<file path="src/rtl/linear_blend_skinning_macros.svh">
// Assertion macros used by the skinning engine RTL (included by lbs_back).
// No dependencies; included inside module bodies.
`ifndef LINEAR_BLEND_SKINNING_MACROS_SVH
`define LINEAR_BLEND_SKINNING_MACROS_SVH

// same-cycle implication, disabled during reset
`define LBS_ASSERT_NOW(label, clk, rst_n, a, c, msg) \
	label: assert property (@(posedge clk) disable iff (!(rst_n)) (a) |-> (c)) \
		else $error(msg);

// next-cycle implication, disabled during reset
`define LBS_ASSERT_NEXT(label, clk, rst_n, a, c, msg) \
	label: assert property (@(posedge clk) disable iff (!(rst_n)) (a) |=> (c)) \
		else $error(msg);

`endif

</file>
<file path="src/rtl/lbs_pkg.sv">
// Types, codes and helpers for the skinning engine.
// No dependencies.
`default_nettype none
package lbs_pkg;

	typedef enum logic [1:0] {
		OP_LOAD    = 2'd0,
		OP_SKINNED = 2'd1,
		OP_RIGID   = 2'd2,
		OP_NONE    = 2'd3
	} lbs_op_t;

	localparam int WORDS_PER_MATRIX = 12;
	localparam int LANES            = 4;
	localparam int QDEPTH           = 4;
	localparam logic [15:0] WEIGHT_ONE = 16'h8000;
	localparam logic [1:0]  REG_TINT   = 2'd0;

	typedef struct packed {
		logic        is_load;
		logic [7:0]  slot;
		logic [3:0]  elem;
		logic [31:0] value;
		logic [31:0] px;
		logic [31:0] py;
		logic [31:0] pz;
		logic [31:0] bones;
		logic [63:0] weights;
		logic [3:0]  mask;
		logic [31:0] color;
	} lbs_entry_t;

	typedef struct packed {
		logic       valid;
		lbs_entry_t entry;
	} lbs_head_t;

	// round(c * t / 255) per channel
	function automatic logic [31:0] tint_mul(input logic [31:0] col, input logic [31:0] tint);
		logic [31:0] res;
		logic [16:0] y;
		logic [16:0] q;
		res = '0;
		for (int ch = 0; ch < 4; ch++) begin
			y = 17'(col[8*ch +: 8] * tint[8*ch +: 8]) + 17'd128;
			q = (y + (y >> 8)) >> 8;
			res[8*ch +: 8] = q[7:0];
		end
		return res;
	endfunction

endpackage
`default_nettype wire

</file>
<file path="src/rtl/lbs_if.sv">
// Item and result channel interfaces of the skinning engine.
// Valid/ready handshake; no dependencies.
`default_nettype none
interface lbs_item_if;
	logic        valid;
	logic        ready;
	logic [1:0]  opcode;
	logic [7:0]  matrix_slot;
	logic [3:0]  element_index;
	logic [31:0] element_value;
	logic [31:0] pos_x;
	logic [31:0] pos_y;
	logic [31:0] pos_z;
	logic [31:0] bone_indices;
	logic [63:0] influence_weights;
	logic [31:0] vertex_color;
	modport source (output valid, opcode, matrix_slot, element_index, element_value,
		pos_x, pos_y, pos_z, bone_indices, influence_weights, vertex_color, input ready);
	modport sink (input valid, opcode, matrix_slot, element_index, element_value,
		pos_x, pos_y, pos_z, bone_indices, influence_weights, vertex_color, output ready);
endinterface

`default_nettype wire

</file>
<file path="src/rtl/lbs_front.sv">
// Front end: accepts items, classifies them, tints colour, queues them in order (OP_NONE items are dropped).
// Depends on lbs_pkg and lbs_if.
`default_nettype none
module lbs_front #(
	parameter int INFLUENCES = 4
) (
	input  wire logic              clk,
	input  wire logic              arst_n,
	lbs_item_if.sink               item,
	input  wire logic [31:0]       tint,
	output lbs_pkg::lbs_head_t     head,
	input  wire logic              pop
);
	import lbs_pkg::*;

	localparam int PW = $clog2(QDEPTH);

	lbs_entry_t      q_q [QDEPTH];
	logic [PW-1:0]   wr_q, rd_q;
	logic [PW:0]     cnt_q;
	logic            push;
	lbs_entry_t      ent;

	assign item.ready = (cnt_q != (PW+1)'(QDEPTH));
	assign push = item.valid && item.ready && (lbs_op_t'(item.opcode) != OP_NONE);

	always_comb begin
		ent         = '0;
		ent.is_load = (lbs_op_t'(item.opcode) == OP_LOAD);
		ent.slot    = item.matrix_slot;
		ent.elem    = item.element_index;
		ent.value   = item.element_value;
		ent.px      = item.pos_x;
		ent.py      = item.pos_y;
		ent.pz      = item.pos_z;
		ent.bones   = item.bone_indices;
		ent.color   = tint_mul(item.vertex_color, tint);
		if (lbs_op_t'(item.opcode) == OP_RIGID) begin
			ent.weights[15:0] = WEIGHT_ONE;
			ent.mask          = 4'b0001;
		end else begin
			ent.weights = item.influence_weights;
			for (int i = 0; i < LANES; i++)
				ent.mask[i] = (i < INFLUENCES) && (item.influence_weights[16*i +: 16] != '0);
		end
	end

	always_ff @(posedge clk) begin
		if (push)
			q_q[wr_q] <= ent;
	end

	always_ff @(posedge clk or negedge arst_n) begin
		if (!arst_n) begin
			wr_q  <= '0;
			rd_q  <= '0;
			cnt_q <= '0;
		end else begin
			if (push)
				wr_q <= wr_q + 1'b1;
			if (pop)
				rd_q <= rd_q + 1'b1;
			cnt_q <= cnt_q + (PW+1)'(push) - (PW+1)'(pop);
		end
	end

	assign head.valid = (cnt_q != '0);
	assign head.entry = q_q[rd_q];
endmodule
`default_nettype wire

</file>
<file path="src/flat_wrapper.sv">
// flat-port wrapper written by rule: the top's interface ports become plain ports
module lbs_front_flat import lbs_pkg::*;
#(
	parameter int INFLUENCES = 4
)
  (clk, arst_n, tint, head, pop, item_valid, item_opcode, item_matrix_slot, item_element_index, item_element_value, item_pos_x, item_pos_y, item_pos_z, item_bone_indices, item_influence_weights, item_vertex_color, item_ready);
  lbs_item_if item_i ();
  input  wire logic clk;
  input  wire logic arst_n;
  input  wire logic [31:0] tint;
  output lbs_pkg::lbs_head_t head;
  input  wire logic pop;
  input wire logic [$bits(item_i.valid)-1:0] item_valid;
  input wire logic [$bits(item_i.opcode)-1:0] item_opcode;
  input wire logic [$bits(item_i.matrix_slot)-1:0] item_matrix_slot;
  input wire logic [$bits(item_i.element_index)-1:0] item_element_index;
  input wire logic [$bits(item_i.element_value)-1:0] item_element_value;
  input wire logic [$bits(item_i.pos_x)-1:0] item_pos_x;
  input wire logic [$bits(item_i.pos_y)-1:0] item_pos_y;
  input wire logic [$bits(item_i.pos_z)-1:0] item_pos_z;
  input wire logic [$bits(item_i.bone_indices)-1:0] item_bone_indices;
  input wire logic [$bits(item_i.influence_weights)-1:0] item_influence_weights;
  input wire logic [$bits(item_i.vertex_color)-1:0] item_vertex_color;
  output wire logic [$bits(item_i.ready)-1:0] item_ready;
  assign item_i.valid = item_valid;
  assign item_i.opcode = item_opcode;
  assign item_i.matrix_slot = item_matrix_slot;
  assign item_i.element_index = item_element_index;
  assign item_i.element_value = item_element_value;
  assign item_i.pos_x = item_pos_x;
  assign item_i.pos_y = item_pos_y;
  assign item_i.pos_z = item_pos_z;
  assign item_i.bone_indices = item_bone_indices;
  assign item_i.influence_weights = item_influence_weights;
  assign item_i.vertex_color = item_vertex_color;
  assign item_ready = item_i.ready;
  lbs_front #(.INFLUENCES(INFLUENCES)) u_core (.clk(clk), .arst_n(arst_n), .item(item_i), .tint(tint), .head(head), .pop(pop));
endmodule
</file>
<file path="config.mk">
export PLATFORM = sky130hd
export DESIGN_NAME = lbs_front_flat
export DESIGN_NICKNAME = d
export VERILOG_FILES = /design/src/rtl/linear_blend_skinning_macros.svh /design/src/rtl/lbs_pkg.sv /design/src/rtl/lbs_if.sv /design/src/rtl/lbs_front.sv /design/src/flat_wrapper.sv
export SDC_FILE = /design/constraint.sdc
export NUM_CORES = 1
export LEC_CHECK = 0
export BUFFER_PORTS_ARGS = -buffer_cell sky130_fd_sc_hd__buf_2
export CORE_AREA = 3 3 292 294
export DETAILED_ROUTE_END_ITERATION = 8
export DIE_AREA = 0 0 295 297
export PLACE_DENSITY_LB_ADDON = 0.15
export SYNTH_ARGS = -nofsm -noshare
export SYNTH_HDL_FRONTEND = slang
export SYNTH_SLANG_ARGS = --single-unit
</file>
<file path="constraint.sdc">
create_clock -name clk -period 23.9 [get_ports clk]
set_input_delay 4.78 -clock clk [delete_from_list [all_inputs] [get_ports clk]]
set_output_delay 4.78 -clock clk [all_outputs]
set_load 0.02 [all_outputs]
</file>
==> reports/results.ini <==
[clock_tree]
cts_tree = yes
ctsRootBufferMaster = clkbuf_16
cts-resized-gates = 0
hold_buffers = 0
cts_inserted_buffers = 107
post_cts_buffers = 0
clk_latency_ns = 0.69
htreeDepth = 3
cts_sinks = 1099
cts_buffer_depth = 3
path_clk_slew_ns = 0.06

[floorplanning]
initial_core_util = 0.605
die_w_um = 295
fp.coreArea_mm2 = 0.0832
die_h_um = 297
fp-row-count = 106
die_area_mm2 = 0.0876
ioPinCount = 581

[run]
max_cap_viol_count = 0

[setup_path]
reg2reg_from = u_core.cnt_q[1]$_DFF_PN0_
end_kind = flop
rr_worst_depth = 6
worstPathArrival_ns = 10.70
r2r_slack_ns = 19.80
critical_path.startpoint_type = primary input
cp.required_ns = 24.35
r2r_end = u_core.q_q[3][108]$_DFFE_PP_
worstSetupPathType = primary input to flop
crit_path_max_fanout = 8

[pwr]
total_power_mw = 7.46
leakage_nw = 21.9
power_density_mw_per_mm2 = 128
ir_drop_v = 0.000107

[sta]
slew_headroom = 0.265
post-route-min-period_ns = 10.25
fin_crit_sh = 0.429
worstMarginPinSlew_ns = 1.10
finClkSkew_ns = 0.0511
hold_ws_ns = 0.517
timing.fmax_ghz = 0.0975
rsz0062_at_grt = false
finalSetupTns_ns = 0
setup_viol = 0
hold_viol = 0
drv_slew = 0

[synthesis]
avgSynthCellArea_um2 = 18.5
synth_area_mm2 = 0.0503
syn-num-nets = 3381
yosysSeqAreaShare = 0.656
yosys_warnings = 0
synth_flop_cell = edfxtp_1
synth-seq-cells = 1099
netlist_instances = 2720
synth_edf_count = 1092
yosysUniqueCellTypes = 62
async_reset_ff_frac = 0.00637

[placed_design]
hpwlAfterDp_mm = 74.3
gp_congestion = 0.857
io_buffers = 580

[route]
first_pass_iters = 5
vias = 26500
drt_iter0_markers = 1985
postRouteWirelength_mm = 110
post_drt_wl_per_cell_um = 24.3
vias_per_cell = 5.84
route.detailed.drc = 0
ant_nets = 0

[worst_hold_path]
min_from = u_core.cnt_q[2]$_DFF_PN0_
whs_path_depth = 1
holdCritPathClass = flop to flop
min_to = u_core.cnt_q[2]$_DFF_PN0_

[final_layout]
fin_nets = 4016
final_cell_mix = 1092 x edfxtp_1, 580 x buf_2, 273 x mux4_2
final_util = 0.698
final_common_cell = edfxtp_1
syn_to_final_growth_pct = 15.5
drive_above_1_share = 0.305

[global_route]
grt_remaining_overflow = 0
top_usage_layer = met2
antenna_found_initial = 38
use_met2 = 0.420
grt_pass1_vias = 27800
met3_usage = 0.0559
met1_usage = 0.336
track_usage = 0.255
grt_max_degree = 167
grt_pass1_wl_mm = 169

[outcome]
outcome = finished, final reports clean

area by class of cell:
class | instances | area [um2]
diodes | 26 | 65.1
fillers | 5309 | 25100
clock buffers | 128 | 2780
repair buffers | 599 | 3100
multi-input cells | 1307 | 16200
well taps | 1080 | 1350
clock inverters | 68 | 747
flip-flops and latches | 1099 | 33000
inverters | 241 | 905
stage by stage:
step | worst slack (ns) | instances | cell area [um2]
global placement | 13.14 | 4326 | 54500
finish | 13.65 | 4548 | 58100
global route | 13.25 | 4537 | 58000
detailed placement | 13.04 | 4326 | 54500
CTS | 13.73 | 4522 | 58000
floorplan | 11.81 | 2720 | 50300
critical path: stages:
cell	delay, ns
buf_2	0.14
and2_1	0.18
fa_1	0.53
fa_1	0.51
fa_1	0.49
inv_1	0.05
fa_1	0.47
inv_1	0.04
ha_1	0.36
a21oi_1	0.26
o21ai_1	0.10
a21oi_1	0.37
xnor2_1	0.21
ha_1	0.36
nand2_1	0.06
a2111oi_0	0.38
a211oi_1	0.11
o21ai_0	0.27
maj3_1	0.22
a31oi_1	0.12
o21bai_1	0.25
nand4_1	0.15
xnor2_1	0.29
sequential cells by signal, summed over array words and instances (netlist names):
signal,count
u_core.cnt_q,3
u_core.wr_q,2
u_core.q_q,1092
u_core.rd_q,2
metal layers:
layer,share of wire,up-vias
met2,0.50,910
met4,0.039,26
met1,0.38,13700
li1,-,11700
met3,0.071,227
met5,0.0017,-
kinds of logic (layout without fill, tap and decap cells):
kind of cell	after synthesis	count (layout)	share of synthesized area
other	0	26	0
buffers and inverters	314	1036	0.0235
DFF	1099	1099	0.656
muxes	275	275	0.123
xor gates and xnor gates	89	89	0.0174
adders and majority gates	359	359	0.111
AOI/OAI and AO/OA	144	144	0.0207
and+or+nand+nor	440	440	0.0488
where the power goes:
group          internal (mW)  leakage, nW  switching [mW]  total [mW]
Combinational           1.18         10.1            1.90        3.08
Clock                  0.945         1.70           0.707        1.65
Sequential              2.62         10.1           0.100        2.72
Yosys cell counts, drive strengths merged, types with 4 or more instances:
library cell	n	area, um2
nor3	5	25.0
o21ai	10	53.8
inv	241	905
a211oi	8	70.1
nor3b	6	50.1
and2	249	1560
xnor2	54	480
o21bai	15	124
nand3	17	85.1
a31o	5	43.8
maj3	4	41.3
o211ai	6	55.1
nand4	5	31.3
fa	149	2980
edfxtp	1092	32800
a21oi	40	204
a41oi	4	35.0
nor4	15	93.8
xnor3	6	135
mux4	273	6150
and3	11	68.8
ha	206	2580
dfrtp	7	175
buf	45	173
a2111oi	5	43.8
a31oi	9	62.6
clkbuf	28	105
xor2	29	262
a21o	30	225
nor2	18	67.6
nand2	100	375
worst max path at each step:
stage	from	cells after the start	end	slack, ns
after floorplan	item_opcode[0]	4	u_core.q_q[0][0]$_DFFE_PP_	11.81
after global placement	tint[24]	24	u_core.q_q[0][30]$_DFFE_PP_	13.14
after detailed placement	tint[24]	24	u_core.q_q[0][30]$_DFFE_PP_	13.04
after CTS	tint[24]	24	u_core.q_q[0][30]$_DFFE_PP_	13.73
after global routing	tint[24]	24	u_core.q_q[0][30]$_DFFE_PP_	13.25
final	tint[26]	23	u_core.q_q[0][30]$_DFFE_PP_	13.65
Power figures use the tool's default switching activity.
